$ cat src/rtl/assert_macros.svh
`ifndef ASSERT_MACROS_SVH
`define ASSERT_MACROS_SVH

// same-cycle implication, held off during reset
`define AST_IMPLIES(label, clk, rst, ante, cons, msg) \
   label: assert property (@(posedge clk) disable iff (rst) (ante) |-> (cons)) else $error(msg);

// next-cycle implication, held off during reset
`define AST_NEXT(label, clk, rst, ante, cons, msg) \
   label: assert property (@(posedge clk) disable iff (rst) (ante) |=> (cons)) else $error(msg);

`endif

$ cat src/rtl/gblur_queue.sv
module gblur_queue #(
   parameter int WIDTH = 8,
   parameter int DEPTH = 2
) (
   input  logic             clock,
   input  logic             reset,
   input  logic             push,
   input  logic [WIDTH-1:0] push_data,
   input  logic             pop,
   output logic [WIDTH-1:0] pop_data,
   output logic             full,
   output logic             empty
);
   localparam int PW = (DEPTH > 1) ? $clog2(DEPTH) : 1;
   localparam int CW = $clog2(DEPTH + 1);

   logic [WIDTH-1:0] entry_ff [DEPTH];
   logic [PW-1:0]    wr_ptr_ff, wr_ptr_in, rd_ptr_ff, rd_ptr_in;
   logic [CW-1:0]    count_ff, count_in;

   always_comb begin
      wr_ptr_in = wr_ptr_ff;
      rd_ptr_in = rd_ptr_ff;
      count_in  = count_ff;
      if (push) wr_ptr_in = (32'(wr_ptr_ff) == DEPTH - 1) ? '0 : wr_ptr_ff + PW'(1);
      if (pop) rd_ptr_in = (32'(rd_ptr_ff) == DEPTH - 1) ? '0 : rd_ptr_ff + PW'(1);
      if (push && !pop) count_in = count_ff + CW'(1);
      else if (!push && pop) count_in = count_ff - CW'(1);
   end

   always_ff @(posedge clock) begin
      if (reset) begin
         wr_ptr_ff <= '0;
         rd_ptr_ff <= '0;
         count_ff  <= '0;
      end else begin
         wr_ptr_ff <= wr_ptr_in;
         rd_ptr_ff <= rd_ptr_in;
         count_ff  <= count_in;
      end
   end

   always_ff @(posedge clock) begin
      if (push) entry_ff[wr_ptr_ff] <= push_data;
   end

   assign pop_data = entry_ff[rd_ptr_ff];
   assign full     = (32'(count_ff) == DEPTH);
   assign empty    = (count_ff == '0);
endmodule

$ cat config.mk
export PLATFORM = sky130hd
export DESIGN_NAME = gblur_queue
export DESIGN_NICKNAME = d
export VERILOG_FILES = /design/src/rtl/assert_macros.svh /design/src/rtl/gblur_queue.sv
export SDC_FILE = /design/constraint.sdc
export NUM_CORES = 1
export LEC_CHECK = 0
export BUFFER_PORTS_ARGS = -buffer_cell sky130_fd_sc_hd__buf_2
export CAP_MARGIN = 20
export CORE_MARGIN = 4
export CORE_UTILIZATION = 40
export CTS_CLUSTER_DIAMETER = 100
export DETAILED_ROUTE_END_ITERATION = 6
export PLACE_DENSITY = 0.67
export SYNTH_ARGS = -nofsm -noshare
export SYNTH_HDL_FRONTEND = slang
export SYNTH_SLANG_ARGS = --single-unit
$ cat constraint.sdc
create_clock -name clock -period 1.2 [get_ports clock]
set_clock_uncertainty 0.2 [all_clocks]
set_input_delay 0.12 -clock clock [delete_from_list [all_inputs] [get_ports clock]]
set_output_delay 0.12 -clock clock [all_outputs]
set_load 0.02 [all_outputs]
---- Word-level counts from Yosys, hierarchy flattened ----
Memory sizes are Yosys's and may differ from the RTL's. A register that Yosys moved wholly into a read port is not among the register bits.
Cells that the tools add are included.
W data, S select, Z words.
word-level totals
  flip-flop bits (word level) ............. 4
  bits in writable memories ............... 16
  bits of input ports ..................... 12
  word-level logic and storage cells ...... 23
  memories ................................ 1
cells by class
  add/sub/neg operators ................... 4
  eq/ne operators ......................... 1
  multiplexer cells ....................... 8
  reductions and logical operators ........ 6
memories
  name      words  bits a word  rd ports  clocked after memory_dff  write ports  RTL line           source
  entry_ff  2      8            1         1                         1            gblur_queue.sv:17  logic [WIDTH-1:0] entry_ff [DEPTH];
operators with widths
  operator               number
  $mux W1                6
  $mux W2                2
  $add A1 B1 Y1 const B  2
  $add A2 B1 Y2 const B  1
  $eq A2 B2 Y1 const B   1
  $logic_and A1 B1 Y1    2
  $logic_not A1 Y1       2
  $logic_not A2 Y1       1
  $reduce_bool A2 Y1     1
  $sub A2 B1 Y2 const B  1

---- Logic depth before layout (Yosys ltp) ----
Gate-level depths: netlist of run 1.
  depth after elaboration ................. 4
  gate-level depth with buffers ........... 5

---- Least setup slack after synthesis of run 1 ----
No wires, ideal clock.
  kind .................................... flip-flop to flip-flop
  start ................................... register wr_ptr_ff
  end ..................................... memory entry_ff[0][0] (enable)
  library setup time ...................... 373 ps
  data arrival time ....................... 715 ps
  data required time ...................... 627 ps
  setup slack ............................. -88 ps
  cell stages (with the launch flop) ...... 2
  buffers on the path ..................... 0
  path through ............................ dfxtp_1 nor2b_1
RTL lines
  what                      RTL line           source
  start: declaration        gblur_queue.sv:18  logic [PW-1:0] wr_ptr_ff, wr_ptr_in, rd_ptr_ff, rd_ptr_in;
  start signal: assignment  gblur_queue.sv:37  wr_ptr_ff <= wr_ptr_in;
  end: declaration          gblur_queue.sv:17
Straight into the memory's write port.

==> metrics.md, run 1 <==
| Metric | Value |
|---|---|
| Max_cap viols | `0` |
| Placement Cell Area | `approximately 990 um^2` |
| Gp weighted congestion | `~0.63` |
| Min Tclk post-route | `~1.5 ns` |
| Worst-Skew Late Latency | `between 0.2 and 0.3 ns` |
| Final Max Slew Viols | `0` |
| Most frequent cells in the layout | `edfxtp_1 (16), dlygate4sd3_1 (11), buf_2 (11)` |
| Top sig layer | `met4` |
| Pre-CTS WS | `-0.0871 ns` |
| Synth Area in Adders | `1.60%` |
| Die Area | `~2700 um^2` |
| Sequential fraction of the synthesis area | `about 74%` |
| Power Density | `1280 nW/um^2` |
| P_leak | `~0.53 nW` |
| Area delta synth->final | `63.1%` |
| CP required | `between 0.8 and 0.9 ns` |
| Peak VDD IR | `about 0.0010 V` |
| Clock sink count | `21` |
| Final setup viols | `10` |
| First-pass GRT wire length | `roughly 2200 um` |
| Vias post-DR | `between 500 and 600` |
| Commonest non-fill, non-tap cell in the layout | `edfxtp_1` |
| RSZ-0062 raised after global routing | `true` |
| Clock transition at the registers of the reported paths | `between 0.1 and 0.15 ns` |
| Slew margin rel. | `~87%` |
| Post-route core utilization | `a little over 70%` |
| CTS max path bufs | `2` |
| H-tree levels | `1` |
| DR WL/cell | `about 13 um` |
| Detailed Place HPWL | `between 900 and 1000 um` |
| First-pass DRT Iterations | `2` |
| Overall Global Routing Usage | `a little under an eighth` |
| CP Launch Type | `register` |
| Syn Inst Count | `47` |
| Final instance area | `between 1000 and 1500 um^2` |
| Outcome | `finished with violations` |
| Remaining DRCs | `0` |
| Failing checks | `negative setup slack` |
| Layout Cells excl Fill | `around 120` |
| Routed Antenna Nets | `0` |
| Pin count of the biggest net entering global routing | `12` |
| Met2 wire length | `~830 um` |
| Final Cycle Share | `128%` |
| Flops & latches, synth | `21` |
| Syn. warnings | `0` |
| Met1 WL | `between 500 and 600 um` |
| Area of the mapped netlist | `roughly 800 um^2` |
| Post-Syn Nets | `60` |
| Row count | `15` |
| Core Box Area | `roughly 1800 um^2` |
| Worst min-delay path class | `input pin to register` |
| R2r setup slk | `-0.11 ns` |
| DR vias/cell | `between 4 and 5` |
| Critical path class | `register to primary output` |
| Die height | `roughly 52 um` |
| Post-synthesis compound-gate area fraction | `1.28%` |
| Crit path max fanout | `8` |
| TritonCTS clock tree | `built` |
| Main combinational cell family by area after synthesis | `multiplexers` |
| Total power | `1.63 mW` |
| DIE WIDTH | `around 52 um` |
| Syn Area/Cell | `16.7 um^2` |
| Final count of hold timing violations | `0` |
| Starting Density | `between 40% and 50%` |
| Antenna diodes | `0` |
| Final #Nets | `~110` |
| I/O pin count | `22` |
| Max frequency | `about 650 MHz` |
| CTS Root Cell | `clkbuf_4` |
| DR iter-0 viols | `4` |
| Synth cell types | `15` |
| Post-Synth Simple-Gate Area | `approximately 6%` |
| Cts bufs inserted | `3` |
| Crit end category | `primary output` |
| Data arrival, critical path | `between 1 and 1.5 ns` |
| Worst-Margin Slew | `approximately 0.19 ns` |
| Layout cells sized above 1 | `57.1%` |
| Met3 Wirelength | `61 um` |
| Post-synthesis mux area share | `between 10 and 15%` |
| PnR worst setup slack | `-0.338 ns` |
| Placed Instances | `slightly below 100` |
| Buffers on Ports | `21` |
| Vias in the first global route | `~550` |
| DRT Wirelength | `about 1500 um` |
| Initial antenna violation count | `0` |
| GRT overflow | `0` |
| Post-Synth XOR/XNOR Area | `4.47%` |
[Yosys cell counts (all sizes together)]
master	n	area share [%]
edfxtp	16	61
mux2	8	12
dfxtp	5	13
nor2	5	2.4
xnor2	2	2.2
xor2	2	2.2
a21oi	1	0.64
and2	1	0.80
and2b	1	1.1
buf	1	0.64
ha	1	1.6
inv	1	0.48
nor2b	1	0.80
o21ai	1	0.64
or3	1	0.80
[cell type report]
cell class / instances / area [um^2]
clock buffers: 4 / 26.3
fillers: 127 / 505
inverters: 1 / 3.75
multi-input cells: 24 / 258
flip-flops and latches: 21 / 588
well taps: 25 / 31.3
repair buffers: 41 / 370
[metrics by stage]
stage / setup TNS, ns / hold WS [ns]
floorplan: 0 / -0.0109
CTS: -2.83 / 0.0333
detailed placement: -0.596 / 0.111
global placement: -0.522 / 0.108
finish: -2.93 / 0.0439
global route: -3.33 / 0.0639
[timing repair]
item                                   4_1_cts  5_1_grt
gates resized for setup                     30        9
cloned                                       0        0
buffers inserted                             2        0
endpoints found under the hold margin       21        0
hold buffers                                11        0
pin swaps                                    1        3
setup endpoints to repair                   11       21
[worst max-delay path: stages, from the launching register on]
cell and delay, ns:
dfxtp_2 0.35, buf_12 0.13, mux2_4 0.31, buf_6 0.13
[final timing paths]
path,from,endpoint,cells after the start
worst max-delay path,register,pop_data[3],3
worst min-delay path,push,count_ff[1],4
worst max register to register,count_ff[0],count_ff[1],3
worst min register to register,wr_ptr_ff,wr_ptr_ff,2
[metal layers]
metal / vias to the layer above / global-route usage (%)
met1: 253 / 11.2
met5: - / 0
met4: 0 / 5.11
met3: 2 / 2.56
met2: 13 / 23.0
li1: 255 / -
[kinds of logic (layout without fill, tap and decap cells)]
group                    count (synthesis)  after routing
AO/OA/AOI/OAI                            2              2
XOR/XNOR                                 4              4
adder cells (fa/ha/maj)                  1              1
buffers and inverters                    2             46
flip-flops                              21             21
multiplexers                             8              8
AND/OR/NAND/NOR                          9              9
[flip-flops by register name, indices dropped and copies added (netlist names), named ones only]
name / cells
entry_ff: 16
count_ff: 2
rd_ptr_ff: 1
wr_ptr_ff: 1
[where the power goes]
part | total [mW] | internal [mW] | switching [mW] | leakage [nW]
logic | 0.426 | 0.254 | 0.172 | 0.324
registers | 0.876 | 0.844 | 0.0323 | 0.193
clock network | 0.329 | 0.129 | 0.199 | 0.0150
total | 1.63 | 1.23 | 0.404 | 0.532
Power figures use the tool's default switching activity.
==> inputs of run 2 (changes only) <==
- REMOVE_ABC_BUFFERS: default -> 1
==> metrics.md, run 2 (same netlist as run 1, synthesis figures left out) <==
| Metric | Value |
|---|---|
| Placed Instances | `about 100` |
| Total power | `between 1.5 and 2 mW` |
| Worst min-delay path class | `input pin to register` |
| Critical path class | `register to primary output` |
| Placement Cell Area | `995 um^2` |
| Worst-Skew Late Latency | `0.29 ns` |
| CP required | `between 0.8 and 0.9 ns` |
| Failing checks | `negative setup slack` |
| Row count | `15` |
| Cts bufs inserted | `3` |
| Data arrival, critical path | `between 1 and 1.5 ns` |
| Comb pwr share | `around 26%` |
| Peak VDD IR | `0.000957 V` |
| Gp weighted congestion | `0.642` |
| Switching Fraction | `roughly 25%` |
| First-pass DRT Iterations | `4` |
| Final Cycle Share | `129%` |
| Max frequency | `roughly 650 MHz` |
| Final Max Slew Viols | `0` |
| Antenna diodes | `0` |
| Biggest regs | `entry_ff (16), count_ff (2)` |
| Clock Power Share | `between 20% and 30%` |
| Clock transition at the registers of the reported paths | `about 0.12 ns` |
| Hold path start | `push` |
| Final count of hold timing violations | `0` |
| Slew margin rel. | `approximately 87%` |
| Top sig layer | `met4` |
| Worst-Margin Slew | `slightly below 0.2 ns` |
| DIE WIDTH | `~52 um` |
| Crit end category | `primary output` |
| Power Density | `between 1000 and 1500 nW/um^2` |
| Die height | `~52 um` |
| GRT overflow | `0` |
| P_leak | `between 0.5 and 0.6 nW` |
| TNS Setup | `-2.94 ns` |
| TritonCTS clock tree | `built` |
| Starting Density | `43.9%` |
| CP Launch Type | `register` |
| Met1 WL | `~600 um` |
| DRT Wirelength | `between 1000 and 1500 um` |
| Met2 wire length | `around 770 um` |
| Remaining DRCs | `0` |
| Reg power frac | `a little over half` |
| Hold_ws | `0.0532 ns` |
| Max reg flops | `16` |
| CTS max path bufs | `2` |
| DR iter-0 viols | `3` |
| Commonest non-fill, non-tap cell in the layout | `edfxtp_1` |
| P_int | `roughly 1.2 mW` |
| DR WL/cell | `approximately 12 um` |
| Routed Antenna Nets | `0` |
| Area delta synth->final | `59.7%` |
| Detailed Place HPWL | `around 940 um` |
| Overall Global Routing Usage | `11.6%` |
| Reg-to-Reg Start | `count_ff[0]` |
| Vias in the first global route | `~560` |
| Most frequent cells in the layout | `edfxtp_1 (16), dlygate4sd3_1 (11), buf_2 (11), buf_6 (11)` |
| First-pass GRT wire length | `approximately 2300 um` |
| DR vias/cell | `roughly 4.4` |
| Fillcell total | `about 140` |
| Vias post-DR | `519` |
| Core Box Area | `approximately 1800 um^2` |
| Initial antenna violation count | `0` |
| RSZ-0062 raised after global routing | `true` |
| Switch Pwr | `0.398 mW` |
| Crit path max fanout | `8` |
| H-tree levels | `1` |
| Outcome | `finished with violations` |
| Pin count of the biggest net entering global routing | `13` |
| Layout Cells excl Fill | `roughly 120` |
| Layout cells sized above 1 | `53.3%` |
| Final instance area | `between 1000 and 1500 um^2` |
| Buffers on Ports | `21` |
| PnR worst setup slack | `-0.344 ns` |
| Top reg by flops | `entry_ff` |
| Final #Nets | `between 100 and 150` |
| Final setup viols | `10` |
| Max_cap viols | `0` |
| Met3 Wirelength | `59 um` |
| Die Area | `between 2000 and 3000 um^2` |
| Min Tclk post-route | `about 1.5 ns` |
| Clock sink count | `21` |
| CTS Root Cell | `clkbuf_4` |
| I/O pin count | `22` |
| Post-route core utilization | `a little over two thirds` |
| Pre-CTS WS | `-0.0811 ns` |
==> run 2: final timing paths <==
kind	slack [ns]	cells after the start	to
worst max-delay path	-0.34	3	pop_data[1]
worst min-delay path	0.05	4	count_ff[1]
worst max register to register	0.01	3	count_ff[1]
worst min register to register	0.34	2	rd_ptr_ff
==> run 2: area by class of cell <==
cell class	count	area [um^2]	share of cell area, %
clock inverter	1	5.00	0.400
sequential	21	584	46.7
inverter	1	3.75	0.300
multi-input combinational	24	235	18.8
tap	25	31.3	2.50
timing repair buffer	42	369	29.5
clock buffer	3	22.5	1.80
==> run 2: power groups by stage <==
stage / Clock (mW) / Sequential (mW) / Combinational, mW
after floorplan: 0 / 0.879 / 0.152
after global placement: 0 / 0.876 / 0.278
after detailed placement: 0 / 0.879 / 0.283
after CTS: 0.338 / 0.869 / 0.411
after global routing: 0.381 / 0.875 / 0.442
final: 0.322 / 0.870 / 0.415
==> run 2: metal layers <==
| layer | track usage, % | vias up |
|---|---|---|
| li1 | - | 260 |
| met1 | 12.4 | 245 |
| met2 | 22.6 | 12 |
| met3 | 3.70 | 2 |
| met4 | 1.28 | 0 |
| met5 | 0 | - |
==> run 2: repair_timing <==
item / in CTS / in global routing
pin swaps: 3 / 1
endpoints found under the hold margin: 21 / 0
endpoints found under the setup margin: 11 / 16
setup buffers: 1 / 0
hold buffers: 11 / 0
gates resized for setup: 33 / 2
==> run 2: worst max-delay path: stages, from the launching register on <==
cell     delay [ns]
dfxtp_2        0.36
buf_12         0.13
mux2_4         0.31
buf_6          0.13
==> inputs of run 3 (changes only) <==
- HOLD_SLACK_MARGIN: default -> 0.15
==> metrics.md, run 3 (same netlist as run 1, synthesis figures left out) <==
| Metric | Value |
|---|---|
| Overall Global Routing Usage | `between 10% and 20%` |
| CP required | `between 0.8 and 0.9 ns` |
| Crit end category | `primary output` |
| Outcome | `finished with violations` |
| P_int | `around 1.2 mW` |
| H-tree levels | `1` |
| Reg2reg end | `count_ff[1]` |
| Post-route core utilization | `between 70% and 80%` |
| I/O pin count | `22` |
| Final count of hold timing violations | `0` |
| Critical path class | `register to primary output` |
| Crit path max fanout | `8` |
| Final #Nets | `107` |
| Area of the multi-input gates | `around 240 um^2` |
| Final setup viols | `12` |
| Core Box Area | `~1800 um^2` |
| Hold_ws | `0.0547 ns` |
| DRT Wirelength | `around 1500 um` |
| Starting Density | `a little over two fifths` |
| Final Cycle Share | `129%` |
| Die height | `~52 um` |
| CTS Root Cell | `clkbuf_4` |
| Slew margin rel. | `86.8%` |
| Routed Antenna Nets | `0` |
| Buffers on Ports | `21` |
| Comb pwr share | `between 20% and 30%` |
| Cells on worst reg2reg path | `4` |
| DIE WIDTH | `about 52 um` |
| Detailed Place HPWL | `between 900 and 1000 um` |
| Pin count of the biggest net entering global routing | `13` |
| Met3 Wirelength | `between 50 and 60 um` |
| DR WL/cell | `12.3 um` |
| Layout cells sized above 1 | `between 50% and 60%` |
| Die Area | `around 2700 um^2` |
| Remaining DRCs | `0` |
| Most frequent cells in the layout | `edfxtp_1 (16), dlygate4sd3_1 (11), buf_2 (11), buf_6 (11), buf_4 (9)` |
| Initial antenna violation count | `0` |
| Switch Pwr | `0.400 mW` |
| Failing checks | `negative setup slack` |
| Worst-Margin Slew | `approximately 0.20 ns` |
| Min Tclk post-route | `between 1.5 and 2 ns` |
| Power Density | `1280 nW/um^2` |
| Top sig layer | `met4` |
| Switching Fraction | `approximately 25%` |
| GRT overflow | `0` |
| Antenna diodes | `0` |
| Clock Power Share | `between 15 and 20%` |
| Met1 WL | `approximately 610 um` |
| RSZ-0062 raised after global routing | `true` |
| Worst min-delay path class | `input pin to register` |
| TritonCTS clock tree | `built` |
| Fillcell total | `between 100 and 150` |
| Vias in the first global route | `563` |
| DR iter-0 viols | `1` |
| PnR worst setup slack | `-0.344 ns` |
| CP Launch Type | `register` |
| Gp weighted congestion | `between 0.6 and 0.7` |
| Final Max Slew Viols | `0` |
| Cts bufs inserted | `3` |
| Row count | `15` |
| P_leak | `0.535 nW` |
| Register area | `slightly below 600 um^2` |
| Max reg flops | `16` |
| Worst-Skew Late Latency | `~0.29 ns` |
| Max frequency | `648 MHz` |
| Met2 wire length | `769 um` |
| Clock sink count | `21` |
| Crit path to | `pop_data[1]` |
| First-pass DRT Iterations | `3` |
| Clock transition at the registers of the reported paths | `around 0.12 ns` |
| Peak VDD IR | `~0.00095 V` |
| Area delta synth->final | `60.7%` |
| Reg power frac | `a little over half` |
| Max_cap viols | `0` |
| Top reg by flops | `entry_ff` |
| R2r setup slk | `-0.11 ns` |
| Total power | `between 1.5 and 2 mW` |
| Vias post-DR | `519` |
| Commonest non-fill, non-tap cell in the layout | `edfxtp_1` |
| Reg-to-Reg Start | `count_ff[0]` |
| CTS max path bufs | `2` |
| Data arrival, critical path | `roughly 1.2 ns` |
| DR vias/cell | `4.40` |
| Biggest regs | `entry_ff (16), count_ff (2)` |
| First-pass GRT wire length | `between 2000 and 2500 um` |
run 3: changes by cell type in the layout (fill, tap and decap cells not counted):
cell   previous run  this run
buf_4             8         9
run 3: what timing repair did:
| action | 4_1_cts | 5_1_grt |
|---|---|---|
| hold buffers | 11 | 1 |
| pin swaps | 3 | 1 |
| setup endpoints to repair | 11 | 17 |
| resized for setup | 33 | 2 |
| buffers inserted | 1 | 1 |
| hold endpoints to repair | 21 | 4 |
run 3: worst min-delay path by stage:
stage | from | to | slack [ns] | cells after the start
after floorplan | reset | count_ff[1] | -0.01 | 1
after global placement | push_data[6] | entry_ff[0][6] | 0.11 | 1
after global routing | push | count_ff[1] | 0.06 | 4
after detailed placement | push_data[2] | entry_ff[0][2] | 0.11 | 1
final | push | count_ff[1] | 0.05 | 4
after CTS | push | count_ff[1] | 0.04 | 4
run 3: layout make-up:
class	count	area share (%)
clock buffers	3	1.79
multi-input cells	24	18.7
inverters	1	0.298
repair buffers	43	29.9
well taps	25	2.49
flip-flops and latches	21	46.4
clock inverters	1	0.398
run 3: metal layers:
| layer | global-route usage (%) | up-vias |
|---|---|---|
| li1 | - | 262 |
| met1 | 12.4 | 243 |
| met2 | 22.6 | 12 |
| met3 | 3.70 | 2 |
| met4 | 1.28 | 0 |
| met5 | 0 | - |
run 3: stage by stage:
step | area (um^2) | worst slack [ns] | TNS [ns] | instances
6_report | 1260 | -0.344 | -3.49 | 118
5_1_grt | 1260 | -0.398 | -4.06 | 118
4_1_cts | 1250 | -0.358 | -3.63 | 117
3_5_place_dp | 995 | -0.0811 | -0.664 | 101
3_3_place_gp | 995 | -0.0703 | -0.539 | 101
2_1_floorplan | 778 | -0.0877 | -0.702 | 46
run 3: worst max-delay path, cell delays in order, from the launching register on:
cell     delay, ns
dfxtp_2       0.36
buf_12        0.13
mux2_4        0.31
buf_6         0.13
run 3: power by group through the flow:
stage,Combinational [mW],Clock [mW],Sequential [mW]
after floorplan,0.152,0,0.879
after global placement,0.278,0,0.876
after detailed placement,0.283,0,0.879
after CTS,0.411,0.338,0.869
after global routing,0.451,0.381,0.874
final,0.423,0.322,0.870
