--- src/rtl/assert_macros.svh ---
`ifndef ASSERT_MACROS_SVH
`define ASSERT_MACROS_SVH

// same-cycle implication, held off during reset
`define AST_IMPLIES(label, clk, rst, ante, cons, msg) \
   label: assert property (@(posedge clk) disable iff (rst) (ante) |-> (cons)) else $error(msg);

// next-cycle implication, held off during reset
`define AST_NEXT(label, clk, rst, ante, cons, msg) \
   label: assert property (@(posedge clk) disable iff (rst) (ante) |=> (cons)) else $error(msg);

`endif

--- src/rtl/gblur_pkg.sv ---
package gblur_pkg;

   localparam int PIX_W      = 24;
   localparam int CSR_IDX_W  = 3;
   localparam int CSR_DATA_W = 17;
   localparam int WGT_W      = 17;
   localparam int WGT_N      = 4;
   localparam int RAD_W      = 3;
   localparam int COL_W      = 12;
   localparam int SLOT_W     = 4;
   localparam int ACC_W      = 29;

   localparam logic [CSR_IDX_W-1:0] CSR_RADIUS   = 3'd0;
   localparam logic [CSR_IDX_W-1:0] CSR_WIDTH    = 3'd1;
   localparam logic [CSR_IDX_W-1:0] CSR_HEIGHT   = 3'd2;
   localparam logic [CSR_IDX_W-1:0] CSR_W_CENTER = 3'd3;
   localparam logic [CSR_IDX_W-1:0] CSR_W_OFF1   = 3'd4;
   localparam logic [CSR_IDX_W-1:0] CSR_W_OFF2   = 3'd5;
   localparam logic [CSR_IDX_W-1:0] CSR_W_OFF3   = 3'd6;

   typedef logic [WGT_N-1:0][WGT_W-1:0] weights_type;

   // one classified word, handed from the front to the back
   typedef struct packed {
      logic              pass;
      logic              zero_in;
      logic              have_q;
      logic              h_int;
      logic              emit;
      logic              v_int;
      logic              last;
      logic [RAD_W-1:0]  radius;
      logic [SLOT_W-1:0] wr_slot;
      logic [COL_W-1:0]  wr_x;
      logic [SLOT_W-1:0] rd_slot;
      logic [COL_W-1:0]  rd_x;
      logic [PIX_W-1:0]  pix;
   } cmd_type;

   typedef enum logic [2:0] {
      B_IDLE,
      B_HORZ,
      B_READ,
      B_VERT,
      B_DONE
   } back_state_type;

   function automatic logic [7:0] sat8(input logic [ACC_W-1:0] v);
      logic [7:0] res;
      if (v[ACC_W-1:24] != '0) res = 8'hFF;
      else res = v[23:16];
      return res;
   endfunction

endpackage

--- src/rtl/gblur_front.sv ---
module gblur_front #(
   parameter int MAX_RADIUS = 3,
   parameter int MAX_WIDTH  = 1024,
   parameter int MAX_HEIGHT = 1024
) (
   input  logic              clock,
   input  logic              reset,
   input  logic              req_valid,
   output logic              req_ready,
   input  logic              req_func,
   input  logic [23:0]       req_in_pixel,
   input  logic              csr_fire,
   input  logic [1:0]        radius,
   input  logic [10:0]       frame_width,
   input  logic [10:0]       frame_height,
   input  logic              q_full,
   output logic              q_push,
   output gblur_pkg::cmd_type q_cmd
);
   import gblur_pkg::*;

   localparam int WW    = $clog2(MAX_WIDTH + 1);
   localparam int HW    = $clog2(MAX_HEIGHT + 1);
   localparam int XW    = $clog2(MAX_WIDTH);
   localparam int YW    = $clog2(MAX_HEIGHT);
   localparam int TOT_W = $clog2(MAX_WIDTH * MAX_HEIGHT + 1);
   localparam int P_W   = $clog2(MAX_WIDTH * MAX_HEIGHT + MAX_RADIUS * MAX_WIDTH + MAX_RADIUS + 1);

   logic [WW-1:0]     w_eff;
   logic [HW-1:0]     h_eff;
   logic [RAD_W-1:0]  r_eff;
   logic [SLOT_W-1:0] rr;

   logic [TOT_W-1:0]  total_ff;
   logic [P_W-1:0]    lag_ff;
   logic              hold_ff;

   logic [P_W-1:0]    p_ff, p_in;
   logic [TOT_W-1:0]  n_ff, n_in;
   logic [XW-1:0]     qx_ff, qx_in, nx_ff, nx_in;
   logic [YW-1:0]     ny_ff, ny_in;
   logic [SLOT_W-1:0] qslot_ff, qslot_in, nslot_ff, nslot_in;

   logic [P_W-1:0]    q_lin;
   logic              p_ge_r, have_q, emit, ignore, last, take;
   logic [31:0]       rd_slot_sum;

   always_comb begin
      if (frame_width == '0) w_eff = WW'(1);
      else if (32'(frame_width) > MAX_WIDTH) w_eff = WW'(MAX_WIDTH);
      else w_eff = WW'(frame_width);
      if (frame_height == '0) h_eff = HW'(1);
      else if (32'(frame_height) > MAX_HEIGHT) h_eff = HW'(MAX_HEIGHT);
      else h_eff = HW'(frame_height);
      r_eff = (32'(radius) > MAX_RADIUS) ? RAD_W'(MAX_RADIUS) : RAD_W'(radius);
      rr    = SLOT_W'({r_eff, 1'b0});
   end

   // frame size and output lag, registered from the clamped configuration registers
   always_ff @(posedge clock) begin
      total_ff <= TOT_W'(TOT_W'(w_eff) * TOT_W'(h_eff));
      lag_ff   <= P_W'(P_W'(r_eff) * P_W'(w_eff) + P_W'(r_eff));
   end

   assign req_ready = !q_full && !hold_ff;

   always_comb begin
      p_ge_r = p_ff >= P_W'(r_eff);
      q_lin  = p_ff - P_W'(r_eff);
      have_q = (r_eff != '0) && p_ge_r && (q_lin < P_W'(total_ff));
      emit   = (r_eff == '0) || (p_ff >= lag_ff);
      if (r_eff == '0) ignore = req_func;
      else ignore = req_func && (p_ff < P_W'(total_ff));
      last   = emit && (({1'b0, n_ff} + (TOT_W + 1)'(1)) >= {1'b0, total_ff});
      take   = req_valid && req_ready && !ignore;
      q_push = take;

      rd_slot_sum = 32'(nslot_ff) + 32'(r_eff);
      if (rd_slot_sum >= 32'(rr)) rd_slot_sum = rd_slot_sum - 32'(rr);

      q_cmd.pass    = (r_eff == '0);
      q_cmd.zero_in = req_func || (p_ff >= P_W'(total_ff));
      q_cmd.have_q  = have_q;
      q_cmd.h_int   = (32'(qx_ff) >= 32'(r_eff)) &&
                      (32'(qx_ff) + 32'(r_eff) < 32'(w_eff));
      q_cmd.emit    = emit;
      q_cmd.v_int   = (32'(ny_ff) >= 32'(r_eff)) &&
                      (32'(ny_ff) + 32'(r_eff) < 32'(h_eff));
      q_cmd.last    = last;
      q_cmd.radius  = r_eff;
      q_cmd.wr_slot = qslot_ff;
      q_cmd.wr_x    = COL_W'(qx_ff);
      q_cmd.rd_slot = SLOT_W'(rd_slot_sum);
      q_cmd.rd_x    = COL_W'(nx_ff);
      q_cmd.pix     = req_in_pixel;
   end

   always_comb begin
      p_in     = p_ff;
      n_in     = n_ff;
      qx_in    = qx_ff;
      qslot_in = qslot_ff;
      nx_in    = nx_ff;
      ny_in    = ny_ff;
      nslot_in = nslot_ff;
      if (take) begin
         if (last) begin
            p_in     = '0;
            n_in     = '0;
            qx_in    = '0;
            qslot_in = '0;
            nx_in    = '0;
            ny_in    = '0;
            nslot_in = '0;
         end else begin
            p_in = p_ff + P_W'(1);
            if ((r_eff != '0) && p_ge_r) begin
               if (32'(qx_ff) + 1 >= 32'(w_eff)) begin
                  qx_in    = '0;
                  qslot_in = (32'(qslot_ff) + 1 >= 32'(rr)) ? '0 : qslot_ff + SLOT_W'(1);
               end else begin
                  qx_in = qx_ff + XW'(1);
               end
            end
            if (emit) begin
               n_in = n_ff + TOT_W'(1);
               if (32'(nx_ff) + 1 >= 32'(w_eff)) begin
                  nx_in    = '0;
                  ny_in    = ny_ff + YW'(1);
                  nslot_in = (32'(nslot_ff) + 1 >= 32'(rr)) ? '0 : nslot_ff + SLOT_W'(1);
               end else begin
                  nx_in = nx_ff + XW'(1);
               end
            end
         end
      end
   end

   always_ff @(posedge clock) begin
      if (reset) begin
         hold_ff  <= 1'b0;
         p_ff     <= '0;
         n_ff     <= '0;
         qx_ff    <= '0;
         qslot_ff <= '0;
         nx_ff    <= '0;
         ny_ff    <= '0;
         nslot_ff <= '0;
      end else begin
         hold_ff  <= csr_fire;
         p_ff     <= p_in;
         n_ff     <= n_in;
         qx_ff    <= qx_in;
         qslot_ff <= qslot_in;
         nx_ff    <= nx_in;
         ny_ff    <= ny_in;
         nslot_ff <= nslot_in;
      end
   end
endmodule

--- config.mk ---
export PLATFORM = sky130hd
export DESIGN_NAME = gblur_front
export DESIGN_NICKNAME = d
export VERILOG_FILES = /design/src/rtl/assert_macros.svh /design/src/rtl/gblur_pkg.sv /design/src/rtl/gblur_front.sv
export SDC_FILE = /design/constraint.sdc
export NUM_CORES = 1
export LEC_CHECK = 0
export ABC_AREA = 1
export ABC_CLOCK_PERIOD_IN_PS = 6750
export CAP_MARGIN = 10
export CORE_UTILIZATION = 40
export DETAILED_ROUTE_END_ITERATION = 7
export DONT_BUFFER_PORTS = 1
export PLACE_DENSITY = 0.53
export SLEW_MARGIN = 15
export SYNTH_ARGS = -nofsm -noshare
export SYNTH_HDL_FRONTEND = slang
export SYNTH_SLANG_ARGS = --single-unit
--- constraint.sdc ---
create_clock -name clock -period 6.75 [get_ports clock]
set_clock_uncertainty 0.15 [all_clocks]
set_input_delay 0.675 -clock clock [delete_from_list [all_inputs] [get_ports clock]]
set_output_delay 0.675 -clock clock [all_outputs]
set_load 0.1 [all_outputs]
**Word-level counts from Yosys, hierarchy flattened**

Cells that the tools add are included.

- Register bits after elaboration: 116
- Output and inout bits: 68
- Word-level logic and storage cells: 99

- Multipliers: 2
- Add/subtract/negate cells: 18
- Multiplexer cells: 26
- Magnitude comparators: 17
- Reductions and logical operators: 26

Operators by type and width:

| kind | number |
|---|---|
| 10-bit two-way mux | 9 |
| 21-bit two-way mux | 3 |
| 11-bit two-way mux | 4 |
| 21-bit by 1-bit adder with 21-bit output (second input constant) | 2 |
| 21-bit less-than comparator | 2 |
| 4-bit two-way mux | 9 |
| 10-bit by 1-bit adder with 10-bit output (second input constant) | 3 |
| 10-bit by 1-bit adder with 11-bit output (second input constant) | 2 |
| 10-bit by 2-bit adder with 11-bit output | 2 |
| 21-bit by 1-bit adder with 22-bit output (second input constant) | 1 |
| 11-bit greater-or-equal comparator | 2 |
| 22-bit by 21-bit greater-or-equal comparator with 1-bit output | 1 |
| 11-bit > comparator (second input constant) | 2 |
| 11-bit logical NOT | 2 |
| 11-bit less-than comparator | 2 |
| 21-bit by 14-bit greater-or-equal comparator with 1-bit output | 1 |
| 21-bit by 2-bit greater-or-equal comparator with 1-bit output | 1 |
| 21-bit greater-or-equal comparator | 1 |
| 11-bit by 11-bit multiplier with 21-bit output | 1 |
| 21-bit by 2-bit subtractor with 21-bit output | 1 |
| 10-bit by 2-bit greater-or-equal comparator with 1-bit output | 2 |
| 5-bit by 3-bit greater-or-equal comparator with 1-bit output | 3 |
| 13-bit by 2-bit adder with 14-bit output | 1 |
| 2-bit by 11-bit multiplier with 13-bit output | 1 |
| other kinds (13) | 31 |

**Longest topological paths before layout**

Gate-level depths: netlist of run 1.

- Depth after elaboration: 7
- Gate-level depth with buffers: 27
- Gate-level depth less buffers: 27

**Worst setup path before layout of run 1**

No wires, ideal clock.

- Path type: in2reg
- Start point: input frame_width[0]
- End point: register total_ff[14]
- Setup time: 0.072 ns
- Data arrival time: 5.887 ns
- Cell stages on the path: 20
- Path buffers: 0
- Setup slack: 0.642 ns
- Required time: 6.528 ns
- Cell sequence: nor2_1 nand3_1 nor4_1 nor2_1 nor2_1 clkinv_1 nor2_1 fa_1 fa_1 fa_1 fa_1 inv_1 fa_1 inv_1 ha_1 nand2_1 nor4_1 a21oi_1 o21ai_0 xor2_1

- Longest elaborated chain between the ends: 4
- Elaborated cells on any way between the ends: 5

Ends and longest elaborated chain:

| element | RTL line | RTL |
|---|---|---|
| from (decl) | gblur_front.sv:14 | `input logic [10:0] frame_width,` |
| 11-bit > comparator | gblur_front.sv:50 | `else if (32'(frame_width) > MAX_WIDTH) w_eff = WW'(MAX_WIDTH);` |
| 11-bit two-way mux | gblur_front.sv:50 |  |
| 11-bit two-way mux * | gblur_front.sv:49 | `if (frame_width == '0) w_eff = WW'(1);` |
| 11-bit by 11-bit multiplier with 21-bit output * | gblur_front.sv:61 | `total_ff <= TOT_W'(TOT_W'(w_eff) * TOT_W'(h_eff));` |
| to (signal assigned) | gblur_front.sv:61 |  |
| to (decl) | gblur_front.sv:34 | `logic [TOT_W-1:0] total_ff;` |

Every way passes the cells marked *; elsewhere a longest branch is shown, timed or not.
A chain may end at the register's enable or synchronous reset.

**Worst setup path after layout of run 1**

- Start point: input frame_height[2]
- End point: register total_ff[19]

- Longest elaborated chain between the ends: 4
- Elaborated cells on any way between the ends: 5

Ends and longest elaborated chain:

| element | RTL line | RTL |
|---|---|---|
| from (decl) | gblur_front.sv:15 | `input logic [10:0] frame_height,` |
| 11-bit > comparator | gblur_front.sv:53 | `else if (32'(frame_height) > MAX_HEIGHT) h_eff = HW'(MAX_HEIGHT);` |
| 11-bit two-way mux | gblur_front.sv:53 |  |
| 11-bit two-way mux * | gblur_front.sv:52 | `if (frame_height == '0) h_eff = HW'(1);` |
| 11-bit by 11-bit multiplier with 21-bit output * | gblur_front.sv:61 |  |

Marks and branches as above.

==> results of run 1 <==
-- placed cells by master (no fill, tap or decap), drive strengths merged, types with 4 or more instances in the layout --
| cell | synthesis | layout |
|---|---|---|
| a211oi | 6 | 6 |
| a21o | 4 | 4 |
| a21oi | 133 | 133 |
| buf | 50 | 30 |
| bufinv | 0 | 4 |
| clkbuf | 25 | 22 |
| clkinv | 12 | 14 |
| conb | 1 | 5 |
| dfxtp | 115 | 115 |
| fa | 86 | 86 |
| ha | 219 | 219 |
| inv | 337 | 337 |
| nand2 | 434 | 434 |
| nand3 | 114 | 114 |
| nand4 | 20 | 20 |
| nor2 | 258 | 258 |
| nor3 | 43 | 43 |
| nor4 | 19 | 19 |
| o21ai | 48 | 48 |
| o21bai | 5 | 5 |
| o31ai | 4 | 4 |
| xnor2 | 18 | 18 |
| xor2 | 96 | 96 |
-- kinds of logic after synthesis --
kind of cell / after synthesis / synth area share [%]
and+or+nand+nor: 897 / 25.9
buffers and inverters: 424 / 12.2
adders and majority gates: 305 / 30.8
AOI/OAI and AO/OA: 216 / 8.20
DFF: 115 / 15.9
xor gates and xnor gates: 114 / 6.90
other: 1 / 0.0259
muxes: 1 / 0.0778
-- layer usage --
| metal | global-route usage [%] | routed length, um | up-vias |
|---|---|---|---|
| met1 | 31.1 | 19700 | 5949 |
| met3 | 3.91 | 1900 | 51 |
| met2 | 39.3 | 19400 | 253 |
| li1 | - | - | 6501 |
| met4 | 7.00 | 1030 | 0 |
| met5 | 0 | 0 | - |
-- worst register-to-register path: cells and delay by family (launching register included) --
| kind | cells | cell delay [ns] |
|---|---|---|
| AOI/OAI and AO/OA | 2 | 0.27 |
| xor gates and xnor gates | 1 | 0.29 |
| adders and majority gates | 1 | 0.31 |
| buffers and inverters | 1 | 0.48 |
| DFF | 1 | 0.41 |
| and+or+nand+nor | 14 | 2.51 |
-- power by group through the flow --
| stage | Clock (uW) | Sequential (uW) | Combinational (uW) |
|---|---|---|---|
| after global placement | 0 | 769 | 872 |
| after detailed placement | 0 | 771 | 880 |
| after CTS | 1010 | 756 | 886 |
| after global routing | 1040 | 761 | 1000 |
| after floorplan | 0 | 767 | 722 |
| final | 994 | 756 | 878 |
-- stage by stage --
stage / setup WS [ns] / hold WS (ns) / instances / utilization, %
CTS: 0.804 / 0.146 / 2524 / 43.5
detailed placement: 0.359 / 0.321 / 2493 / 41.8
floorplan: 0.642 / 0.308 / 2077 / -
global route: 0.276 / 0.136 / 2524 / 43.5
finish: 0.791 / 0.163 / 2524 / 43.5
global placement: 0.480 / 0.317 / 2493 / 41.8
-- cell usage after synthesis, types with 4 or more instances --
cell / count / area share, %
sky130_fd_sc_hd__dfxtp_1: 115 / 16
sky130_fd_sc_hd__clkinv_1: 12 / 0.31
sky130_fd_sc_hd__nor4_1: 19 / 0.82
sky130_fd_sc_hd__nand3_1: 114 / 3.9
sky130_fd_sc_hd__nand4_1: 19 / 0.82
sky130_fd_sc_hd__inv_2: 6 / 0.16
sky130_fd_sc_hd__xor2_1: 96 / 5.8
sky130_fd_sc_hd__fa_1: 86 / 12
sky130_fd_sc_hd__nand2_2: 5 / 0.22
sky130_fd_sc_hd__nor2_1: 254 / 6.6
sky130_fd_sc_hd__a21oi_1: 132 / 4.6
sky130_fd_sc_hd__ha_1: 219 / 19
sky130_fd_sc_hd__buf_4: 35 / 1.8
sky130_fd_sc_hd__nand2_1: 429 / 11
sky130_fd_sc_hd__a21o_1: 4 / 0.21
sky130_fd_sc_hd__o21ai_0: 46 / 1.6
sky130_fd_sc_hd__o21bai_1: 5 / 0.26
sky130_fd_sc_hd__nor3_1: 42 / 1.5
sky130_fd_sc_hd__buf_2: 12 / 0.42
sky130_fd_sc_hd__o31ai_1: 4 / 0.21
sky130_fd_sc_hd__a211oi_1: 6 / 0.31
sky130_fd_sc_hd__clkbuf_1: 25 / 0.65
sky130_fd_sc_hd__xnor2_1: 18 / 1.1
sky130_fd_sc_hd__inv_1: 331 / 8.6
-- sequential cells by signal (all words and copies together), names as in the netlist --
register and cells:
hold_ff 1, nx_ff 10, total_ff 21, qslot_ff 4, ny_ff 10, qx_ff 10, n_ff 21, p_ff 21
nslot_ff 4, lag_ff 13
-- path summary, 6_finish.rpt --
path / slack (ns) / end / depth (start not counted)
min reg2reg: 0.33 / n_ff[16]$_SDFFE_PP0P_ / 2
max: 0.79 / total_ff[19]$_DFF_P_ / 23
min: 0.16 / n_ff[14]$_SDFFE_PP0P_ / 1
max reg2reg: 2.21 / ny_ff[4]$_SDFFE_PP0P_ / 19
-- final cells by class --
type	instances	area share, %
clock buffer	22	3.06
clock inverter	9	0.986
tap	461	3.73
timing repair buffer	30	1.45
sequential	115	14.9
inverter	349	8.46
multi-input combinational	1538	67.4
==> load_flow_metrics.sql, run 1 <==
INSERT INTO impl_metrics (metric_group, metric, value, unit) VALUES
('route', 'mean_routed_wirelength_per_cell', '16.6', 'um'),
('cts', 'clockBufferDepth', '2', ''),
('logic_synthesis', 'yosysWarningCount', '0', ''),
('finish', 'fillCellCount', '3749', ''),
('cts', 'cts_max_level', '4', ''),
('setup_path', 'worst_path_most_repeated_cell', 'sky130_fd_sc_hd__fa_1', ''),
('finish', 'diodes', '0', ''),
('sta', 'final.setup.tns', '0', 'ns'),
('setup_path', 'cp_cell_sequence', 'nor4_1 > nand3_1 > nand2_1 > inv_1 > nor2_1 > clkinv_1 > nor2_1 > fa_1 > fa_1 > fa_1 > fa_1 > inv_1 > fa_1 > inv_1 > ha_1 > a21oi_1 > o21ai_0 > a21oi_1 > o21ai_0 > a21oi_1 > nor2_1 > nor2_1 > xor2_1', ''),
('setup_path', 'worst_ep_required_time', '6.96', 'ns'),
('place', 'placed_instance_area', '14900', 'um2'),
('place', 'place.gp.congestion', '0.952', ''),
('sta', 'maxClockFrequency', '168', 'MHz'),
('sta', 'final_hold_viol_count', '0', ''),
('die', 'floorplan.initialDensity', '40.7', '%'),
('sta', 'worstMarginPinSlew', '1.21', 'ns'),
('finish', 'post_route_cells_drive_above_1_share', '4.22', '%'),
('setup_path', 'worst_path_max_delay_cell', 'sky130_fd_sc_hd__fa_1', ''),
('pwr', 'power.switching', '975', 'uW'),
('pwr', 'p_leak', '0.00791', 'uW'),
('min_path', 'min-delay-path-class', 'in2reg', ''),
('logic_synthesis', 'synth_cell_type_count', '48', ''),
('route', 'drt_drc_violations_left', '0', ''),
('place', 'port_buffers', '0', ''),
('sta', 'period_minus_slack', '5.96', 'ns'),
('pwr', 'power-per-cell-area', '170', 'nW/um2'),
('setup_path', 'maximum_fanout_along_the_worst_path', '11', ''),
('route', 'detailroute.via_count', '12800', ''),
('die', 'die_area', '36900', 'um2'),
('pwr', 'power.share.sequential', '28.8', '%'),
('global_route', 'global_route.overflow_total', '0', ''),
('die', 'die-height', '192', 'um'),
('route', 'drt_pre_antenna_iters', '5', ''),
('logic_synthesis', 'number_of_enable_type_register_cells_in_the_synthesized_netlist', '0', ''),
('sta', 'setup_viol', '0', ''),
('cts', 'postCtsHoldBufs', '0', ''),
('setup_path', 'crit_path_start', 'frame_height[2]', ''),
('pwr', 'intPower', '1650', 'uW'),
('logic_synthesis', 'sequential_to_total_area_share_from_yosys_stat', '15.9', '%'),
('place', 'place_hpwl', '33.9', 'mm'),
('cts', 'clock_insertion_delay_at_the_later_pin_of_the_skew_report', '0.43', 'ns'),
('setup_path', 'startpoint_type', 'primary input', ''),
('cts', 'cts_resizes', '0', ''),
('die', 'ios', '122', ''),
('cts', 'postCtsSetupRepairBufs', '0', ''),
('route', 'drt-vias-per-instance', '5.05', ''),
('route', 'initialDrtViolationCount', '616', ''),
('setup_path', 'critical_path.max_stage_delay', '0.54', 'ns'),
('finish', 'finish.instance_area', '15500', 'um2'),
('finish', 'area.growth.synth_to_final', '6.99', '%'),
('cts', 'cts_root_buf', 'sky130_fd_sc_hd__clkbuf_16', ''),
('global_route', 'total_global_route_track_usage', '23.6', '%'),
('pwr', 'combinational_group_share_of_total_power', '33.4', '%'),
('setup_path', 'cp.buffers_inverters', '4', ''),
('die', 'num_rows', '69', ''),
('route', 'route.antenna.remaining_nets', '0', ''),
('logic_synthesis', 'synth_cells', '2073', ''),
('sta', 'slew-limit-headroom', '19.6', '%'),
('die', 'die_w', '192', 'um'),
('setup_path', 'critPathArrivalTime', '6.17', 'ns'),
('outcome', 'status', 'complete, no violations', ''),
('global_route', 'antenna_found_initial', '0', ''),
('cts', 'cts_tree', 'done', ''),
('run', 'cap_violations', '0', ''),
('logic_synthesis', 'synth.cell_area', '14500', 'um2'),
('logic_synthesis', 'postSynth.topFlopCell', 'sky130_fd_sc_hd__dfxtp_1', ''),
('setup_path', 'crit_type', 'in2reg', ''),
('setup_path', 'critPathTopFamily', 'adder cells', ''),
('logic_synthesis', 'syn_area_per_cell', '6.98', 'um2'),
('pwr', 'total_power', '2630', 'uW'),
('setup_path', 'critical_register_to_register_path_startpoint', 'n_ff[0]$_SDFFE_PP0P_', '');
Power figures use the tool's default switching activity.
==> inputs of run 2 (changes only) <==
==> constraint.sdc (replaced) <==
create_clock -name clock -period 6.75 [get_ports clock]
set_clock_uncertainty 0.15 [all_clocks]
set_input_delay 2.025 -clock clock [delete_from_list [all_inputs] [get_ports clock]]
set_output_delay 2.025 -clock clock [all_outputs]
set_load 0.1 [all_outputs]
==> run 2 against run 1 <==
The run now ends with negative setup slack left. Power is 13% higher. Die area unchanged. Routed wire length increased by 5.3%. Via count rose by 5.0%.
==> load_flow_metrics.sql, run 2 (synthesis gave the netlist of run 1 again) <==
INSERT INTO impl_metrics (metric_group, metric, value, unit) VALUES
('setup_path', 'cp.buffers_inverters', '5', ''),
('die', 'floorplan.initialDensity', '40.7', '%'),
('die', 'die_area', '36900', 'um2'),
('sta', 'setup_viol', '1', ''),
('global_route', 'grt_pass1_wl', '70.3', 'mm'),
('place', 'place_hpwl', '35.2', 'mm'),
('die', 'core_area', '35600', 'um2'),
('setup_path', 'critPathArrivalTime', '4.61', 'ns'),
('cts', 'cts_tree', 'done', ''),
('place', 'place.gp.congestion', '0.976', ''),
('sta', 'finalCritPeriodShare', '100', '%'),
('global_route', 'first_global_vias', '13100', ''),
('outcome', 'failing_checks', 'negative setup slack', ''),
('finish', 'post_route_non_filler_standard_cell_count', '2688', ''),
('route', 'mean_routed_wirelength_per_cell', '16.5', 'um'),
('setup_path', 'startpoint_type', 'primary input', ''),
('route', 'detailroute.via_count', '13400', ''),
('route', 'drt_wl_total', '44.2', 'mm'),
('finish', 'net_count_of_the_finished_layout', '2573', ''),
('cts', 'tritoncts.num_buffers', '17', ''),
('min_path', 'min-delay-path-class', 'reg2reg', ''),
('sta', 'hold-worst-slack', '0.332', 'ns'),
('place', 'dp_worst_setup_slack', '-0.989', 'ns'),
('route', 'initialDrtViolationCount', '633', ''),
('cts', 'clk_pin_slew_worst_paths', '0.05', 'ns'),
('die', 'num_rows', '69', ''),
('sta', 'maxClockFrequency', '147', 'MHz'),
('sta', 'unrepaired_setup_endpoints_after_global_routing', 'yes', ''),
('place', 'post-place-cells', '2621', ''),
('setup_path', 'crit_type', 'in2out', ''),
('sta', 'period_minus_slack', '6.78', 'ns'),
('finish', 'most-common-layout-cells', 'sky130_fd_sc_hd__nand2_1, sky130_fd_sc_hd__inv_1, sky130_fd_sc_hd__nor2_1', ''),
('finish', 'post_route_cells_drive_above_1_share', '18.1', '%'),
('cts', 'cts_max_level', '4', ''),
('place', 'port_buffers', '0', ''),
('setup_path', 'critPathTopFamily', 'simple AND/OR/NAND/NOR gates', ''),
('setup_path', 'cp_cell_sequence', 'inv_8 > ha_4 > nand2_4 > nand2_4 > nor2_4 > nand2_2 > inv_2 > nand3_4 > nor3_4 > nand4_1 > xor2_1 > ha_1 > nand2_1 > inv_2 > nand3_4 > nor3_2 > buf_4 > o2111ai_4 > nand3_2 > nor2_4 > buf_12', ''),
('sta', 'final_hold_viol_count', '0', ''),
('die', 'die_w', '192', 'um'),
('route', 'route.antenna.remaining_nets', '0', ''),
('route', 'drt_drc_violations_left', '0', ''),
('run', 'cap_violations', '0', ''),
('die', 'die-height', '192', 'um'),
('setup_path', 'end_kind', 'primary output', ''),
('finish', 'largestRegisters', 'n_ff x21, p_ff x21, total_ff x21', ''),
('finish', 'postLayoutCoreUtil', '50.0', '%'),
('setup_path', 'critical_path.max_stage_delay', '0.27', 'ns'),
('cts', 'clock_insertion_delay_at_the_later_pin_of_the_skew_report', '0.44', 'ns'),
('setup_path', 'worst_ep_required_time', '4.58', 'ns'),
('global_route', 'total_global_route_track_usage', '24.8', '%'),
('route', 'drt-vias-per-instance', '4.98', ''),
('die', 'ios', '122', ''),
('global_route', 'maximum_number_of_pins_on_one_net_before_global_route_repair', '64', ''),
('pwr', 'power-per-cell-area', '167', 'nW/um2'),
('finish', 'commonest_non_fill_non_tap_cell_in_the_layout', 'sky130_fd_sc_hd__nand2_1', ''),
('sta', 'final_critical_path_setup_slack', '-0.0313', 'ns'),
('route', 'drt_pre_antenna_iters', '5', ''),
('cts', 'cts_root_buf', 'sky130_fd_sc_hd__clkbuf_16', ''),
('cts', 'numClockSinks', '115', ''),
('setup_path', 'maximum_fanout_along_the_worst_path', '11', ''),
('sta', 'slew-limit-headroom', '25.8', '%'),
('global_route', 'global_route.overflow_total', '0', ''),
('outcome', 'status', 'complete, but fails checks', ''),
('setup_path', 'worst_path_max_delay_cell', 'sky130_fd_sc_hd__ha_1', ''),
('sta', 'timing.final.max_slew_violations', '0', ''),
('sta', 'worstMarginPinSlew', '1.11', 'ns'),
('pwr', 'p_leak', '0.00886', 'uW'),
('pwr', 'total_power', '2970', 'uW'),
('global_route', 'antenna_found_initial', '0', ''),
('finish', 'diodes', '0', ''),
('finish', 'area.growth.synth_to_final', '22.8', '%'),
('pwr', 'peakVddDrop', '198', 'uV'),
('cts', 'clockBufferDepth', '2', '');
==> run 2: worst paths after layout <==
kind,startpoint,endpoint,slack (ns),depth (start not counted)
max,radius[1],q_cmd[63],-0.03,21
min,n_ff[10]$_SDFFE_PP0P_,n_ff[10]$_SDFFE_PP0P_,0.33,2
max reg2reg,n_ff[0]$_SDFFE_PP0P_,nslot_ff[0]$_SDFFE_PP0P_,2.37,19
min reg2reg,n_ff[10]$_SDFFE_PP0P_,n_ff[10]$_SDFFE_PP0P_,0.33,2
==> run 2: where the power goes <==
part | internal (uW) | switching, uW | total [uW]
sequential | 728 | 28.4 | 757
combinational | 489 | 718 | 1210
clock | 638 | 368 | 1010
total | 1850 | 1110 | 2970
==> run 2: routing by layer <==
layer | global-route usage [%] | vias to the layer above | routed length [um] | part of all wire, %
li1 | - | 6838 | - | -
met3 | 4.09 | 57 | 1840 | 4.2
met2 | 41.9 | 246 | 21100 | 48
met5 | 0 | - | 0 | 0
met1 | 31.9 | 6245 | 20200 | 46
met4 | 8.06 | 0 | 1140 | 2.6
==> run 2: cell type report <==
| class | instances | area (um2) |
|---|---|---|
| Clock buffer | 20 | 457 |
| Multi-Input combinational cell | 1538 | 11300 |
| Sequential cell | 115 | 2300 |
| Timing Repair Buffer | 192 | 1620 |
| Timing Repair inverter | 1 | 5.00 |
| Inverter | 349 | 1370 |
| Tap cell | 461 | 577 |
| Clock inverter | 12 | 180 |
| Fill cell | 3647 | 17800 |
==> run 2: what timing repair did <==
item | in CTS | in global routing
gates cloned | 0 | 1
setup endpoints to repair | 14 | 13
buffers inserted | 17 | 18
resized for setup | 33 | 128
hold buffers | 0 | 0
pin swaps | 19 | 67
==> run 2: tightest hold or removal path, delay by kind of cell (launching register included) <==
kind	cells	cell delay, ns
simple gates	1	0.06
flops	1	0.32
compound gates	1	0.05
==> run 2: through the flow <==
stage / setup TNS [ns] / instance area (um2)
after floorplan: -0.448 / 14900
after global placement: -11.72 / 16300
after detailed placement: -11.91 / 16300
after CTS: -0.111 / 17100
after global routing: -0.851 / 17800
final: -0.0313 / 17800
==> inputs of run 3 (changes only) <==
--- a/config.mk
+++ b/config.mk
@@ -9,2 +9,3 @@
 export ABC_CLOCK_PERIOD_IN_PS = 6750
+export BUFFER_PORTS_ARGS = -buffer_cell sky130_fd_sc_hd__buf_4
 export CAP_MARGIN = 10
@@ -12,5 +13,4 @@
 export DETAILED_ROUTE_END_ITERATION = 7
-export DONT_BUFFER_PORTS = 1
-export PLACE_DENSITY = 0.53
-export SLEW_MARGIN = 15
+export PLACE_DENSITY = 0.56
+export SLEW_MARGIN = 20
 export SYNTH_ARGS = -nofsm -noshare
--- a/constraint.sdc
+++ b/constraint.sdc
@@ -4,2 +4,2 @@
 set_output_delay 2.025 -clock clock [all_outputs]
-set_load 0.1 [all_outputs]
+set_load 0.05 [all_outputs]
==> run 3 against run 2 <==
The run still ends with negative setup slack left. First-iteration DRC count up 8.5%. Utilization grew 0.14 points. Design area increased by 0.27%. Clock-buffer cell count rose by 3. Fmax down 0.25%. Critical endpoint is now total_ff[19]$_DFF_P_. Highest routed layer unchanged.
==> load_flow_metrics.sql, run 3 (synthesis gave the netlist of run 1 again) <==
INSERT INTO impl_metrics (metric_group, metric, value, unit) VALUES
('outcome', 'status', 'complete, but fails checks', ''),
('outcome', 'failing_checks', 'negative setup slack', ''),
('finish', 'net_count_of_the_finished_layout', '2609', ''),
('place', 'place_hpwl', '34.8', 'mm'),
('cts', 'cts_root_buf', 'sky130_fd_sc_hd__clkbuf_16', ''),
('place', 'place.gp.congestion', '0.946', ''),
('finish', 'largestRegisters', 'n_ff x21, p_ff x21, total_ff x21', ''),
('global_route', 'global_route.overflow_total', '0', ''),
('pwr', 'combinational_group_share_of_total_power', '41.9', '%'),
('finish', 'finish.instance_area', '17800', 'um2'),
('die', 'die_area', '36900', 'um2'),
('run', 'cap_violations', '0', ''),
('sta', 'unrepaired_setup_endpoints_after_global_routing', 'yes', ''),
('pwr', 'power-per-cell-area', '160', 'nW/um2'),
('die', 'die_w', '192', 'um'),
('sta', 'timing.final.max_slew_violations', '0', ''),
('pwr', 'clockPowerShare', '32.0', '%'),
('pwr', 'intPower', '1800', 'uW'),
('setup_path', 'worst_path_most_repeated_cell', 'sky130_fd_sc_hd__inv_1', ''),
('pwr', 'power.share.sequential', '26.1', '%'),
('cts', 'cts_tree', 'done', ''),
('sta', 'worstMarginPinSlew', '0.987', 'ns'),
('setup_path', 'critPathTopFamily', 'adder cells', ''),
('route', 'route.antenna.remaining_nets', '0', ''),
('route', 'drt-vias-per-instance', '5.01', ''),
('finish', 'multi_input_area', '11200', 'um2'),
('die', 'ios', '122', ''),
('sta', 'final_critical_path_setup_slack', '-0.0480', 'ns'),
('setup_path', 'worst_ep_required_time', '6.91', 'ns'),
('sta', 'period_minus_slack', '6.80', 'ns'),
('finish', 'area.growth.synth_to_final', '23.2', '%'),
('die', 'core_area', '35600', 'um2'),
('pwr', 'total_power', '2850', 'uW'),
('pwr', 'peakVddDrop', '181', 'uV'),
('global_route', 'total_global_route_track_usage', '24.1', '%'),
('setup_path', 'crit_type', 'in2reg', ''),
('global_route', 'maximum_number_of_pins_on_one_net_before_global_route_repair', '64', ''),
('setup_path', 'end_kind', 'register', ''),
('cts', 'tritoncts.num_buffers', '17', ''),
('place', 'port_buffers', '68', ''),
('finish', 'post_route_cells_drive_above_1_share', '19.0', '%'),
('pwr', 'power.switching', '1050', 'uW'),
('finish', 'fillCellCount', '3587', ''),
('die', 'floorplan.initialDensity', '40.7', '%'),
('setup_path', 'ff2ff_setup_slack', '2.37', 'ns'),
('setup_path', 'critical_path.max_stage_delay', '0.54', 'ns'),
('pwr', 'swShare', '37.0', '%'),
('finish', 'diodes', '0', ''),
('cts', 'postCtsHoldBufs', '0', ''),
('route', 'initialDrtViolationCount', '687', ''),
('route', 'drt_drc_violations_left', '0', ''),
('setup_path', 'critPathArrivalTime', '6.96', 'ns'),
('place', 'placed_instance_area', '16500', 'um2'),
('setup_path', 'worst_path_max_delay_cell', 'sky130_fd_sc_hd__fa_1', ''),
('global_route', 'antenna_found_initial', '0', ''),
('finish', 'commonest_non_fill_non_tap_cell_in_the_layout', 'sky130_fd_sc_hd__nand2_1', ''),
('sta', 'finalCritPeriodShare', '101', '%'),
('sta', 'maxClockFrequency', '147', 'MHz'),
('route', 'detailroute.via_count', '13700', ''),
('route', 'drt_pre_antenna_iters', '5', ''),
('setup_path', 'startpoint_type', 'primary input', ''),
('global_route', 'first_global_vias', '13400', ''),
('pwr', 'p_leak', '0.00899', 'uW'),
('sta', 'slew-limit-headroom', '34.0', '%'),
('setup_path', 'maximum_fanout_along_the_worst_path', '7', ''),
('finish', 'most-common-layout-cells', 'sky130_fd_sc_hd__nand2_1, sky130_fd_sc_hd__inv_1, sky130_fd_sc_hd__nor2_1', ''),
('finish', 'seq_area', '2300', 'um2'),
('min_path', 'min-delay-path-class', 'reg2reg', ''),
('global_route', 'grt_pass1_wl', '69.4', 'mm'),
('route', 'mean_routed_wirelength_per_cell', '15.9', 'um'),
('cts', 'clock_insertion_delay_at_the_later_pin_of_the_skew_report', '0.43', 'ns'),
('cts', 'numClockSinks', '115', ''),
('die', 'num_rows', '69', ''),
('cts', 'cts_max_level', '4', ''),
('route', 'drt_wl_total', '43.2', 'mm'),
('cts', 'clockBufferDepth', '2', ''),
('cts', 'clk_pin_slew_worst_paths', '0.06', 'ns'),
('die', 'die-height', '192', 'um'),
('setup_path', 'cp.buffers_inverters', '9', ''),
('sta', 'final_hold_viol_count', '0', ''),
('sta', 'hold-worst-slack', '0.317', 'ns'),
('sta', 'setup_viol', '2', '');
==> run 3: cell count changes in the layout (fill, tap and decap cells not counted), moves of 6 or more <==
cell                      change
sky130_fd_sc_hd__a21oi_1      -6
sky130_fd_sc_hd__nor2_4       -6
sky130_fd_sc_hd__nand2_1      +6
sky130_fd_sc_hd__buf_4       +46
sky130_fd_sc_hd__ha_4         +6
sky130_fd_sc_hd__inv_2        -7
sky130_fd_sc_hd__inv_1       +11
sky130_fd_sc_hd__a21oi_2      +6
==> run 3: through the flow <==
stage	TNS (ns)	util, %	worst slack [ns]	instances
2_1_floorplan	-0.563	-	-0.153	2077
3_5_place_dp	-6.44	46.4	-0.589	2670
6_report	-0.0777	50.1	-0.0480	2724
3_3_place_gp	-5.42	46.4	-0.528	2670
5_1_grt	-1.85	50.1	-0.259	2724
4_1_cts	-0.160	49.0	-0.107	2711
==> run 3: layout make-up <==
type                       count  share of cell area [%]
clock buffer                  23                    2.68
inverter                     349                    7.64
multi-input combinational   1538                    62.7
tap                          461                    3.24
timing repair buffer         229                    10.2
clock inverter                 9                   0.583
sequential                   115                    12.9
==> run 3: worst reg2reg max path: stages (launching register included) <==
cell,delay [ns]
sky130_fd_sc_hd__dfxtp_1,0.41
sky130_fd_sc_hd__ha_1,0.26
sky130_fd_sc_hd__nand2_1,0.11
sky130_fd_sc_hd__nor2_1,0.23
sky130_fd_sc_hd__nand2_1,0.13
sky130_fd_sc_hd__nor2_1,0.21
sky130_fd_sc_hd__nand3_1,0.14
sky130_fd_sc_hd__xor2_1,0.29
sky130_fd_sc_hd__ha_1,0.29
sky130_fd_sc_hd__nand2_1,0.07
sky130_fd_sc_hd__o21ai_0,0.08
sky130_fd_sc_hd__nand2_1,0.06
sky130_fd_sc_hd__nand2_1,0.05
sky130_fd_sc_hd__nor2_1,0.13
sky130_fd_sc_hd__nand2_2,0.14
sky130_fd_sc_hd__nand2_2,0.10
sky130_fd_sc_hd__buf_4,0.56
sky130_fd_sc_hd__nand2_1,0.23
sky130_fd_sc_hd__nand2_1,0.37
sky130_fd_sc_hd__nand2_1,0.09
sky130_fd_sc_hd__nand2_1,0.09
sky130_fd_sc_hd__nor2_1,0.04
==> run 3: routing by layer <==
layer / track usage (%) / share of wire, % / up-vias
li1: - / - / 6904
met1: 31.4 / 46 / 6413
met2: 41.0 / 48 / 294
met5: 0 / 0 / -
met4: 6.03 / 1.6 / 0
met3: 4.18 / 4.7 / 44
==> run 3: power groups by stage <==
stage | combinational, uW | sequential [uW] | clock [uW]
after floorplan | 716 | 760 | 0
after global placement | 1060 | 760 | 0
after detailed placement | 1080 | 761 | 0
after CTS | 1140 | 746 | 927
after global routing | 1340 | 751 | 954
final | 1190 | 745 | 911
==> run 3: repair_timing <==
item	in CTS	in global routing
setup buffers	10	13
cloned	0	0
resized for setup	53	77
pin swaps	34	66
endpoints found under the setup margin	9	15
==> run 3: path summary, 6_finish.rpt <==
path,from,end,cells past startpoint
worst max-delay path,frame_width[8],total_ff[19]$_DFF_P_,28
worst min-delay path,qslot_ff[3]$_SDFFE_PP0P_,qslot_ff[3]$_SDFFE_PP0P_,2
worst max register to register,n_ff[0]$_SDFFE_PP0P_,ny_ff[8]$_SDFFE_PP0P_,21
worst min register to register,qslot_ff[3]$_SDFFE_PP0P_,qslot_ff[3]$_SDFFE_PP0P_,2
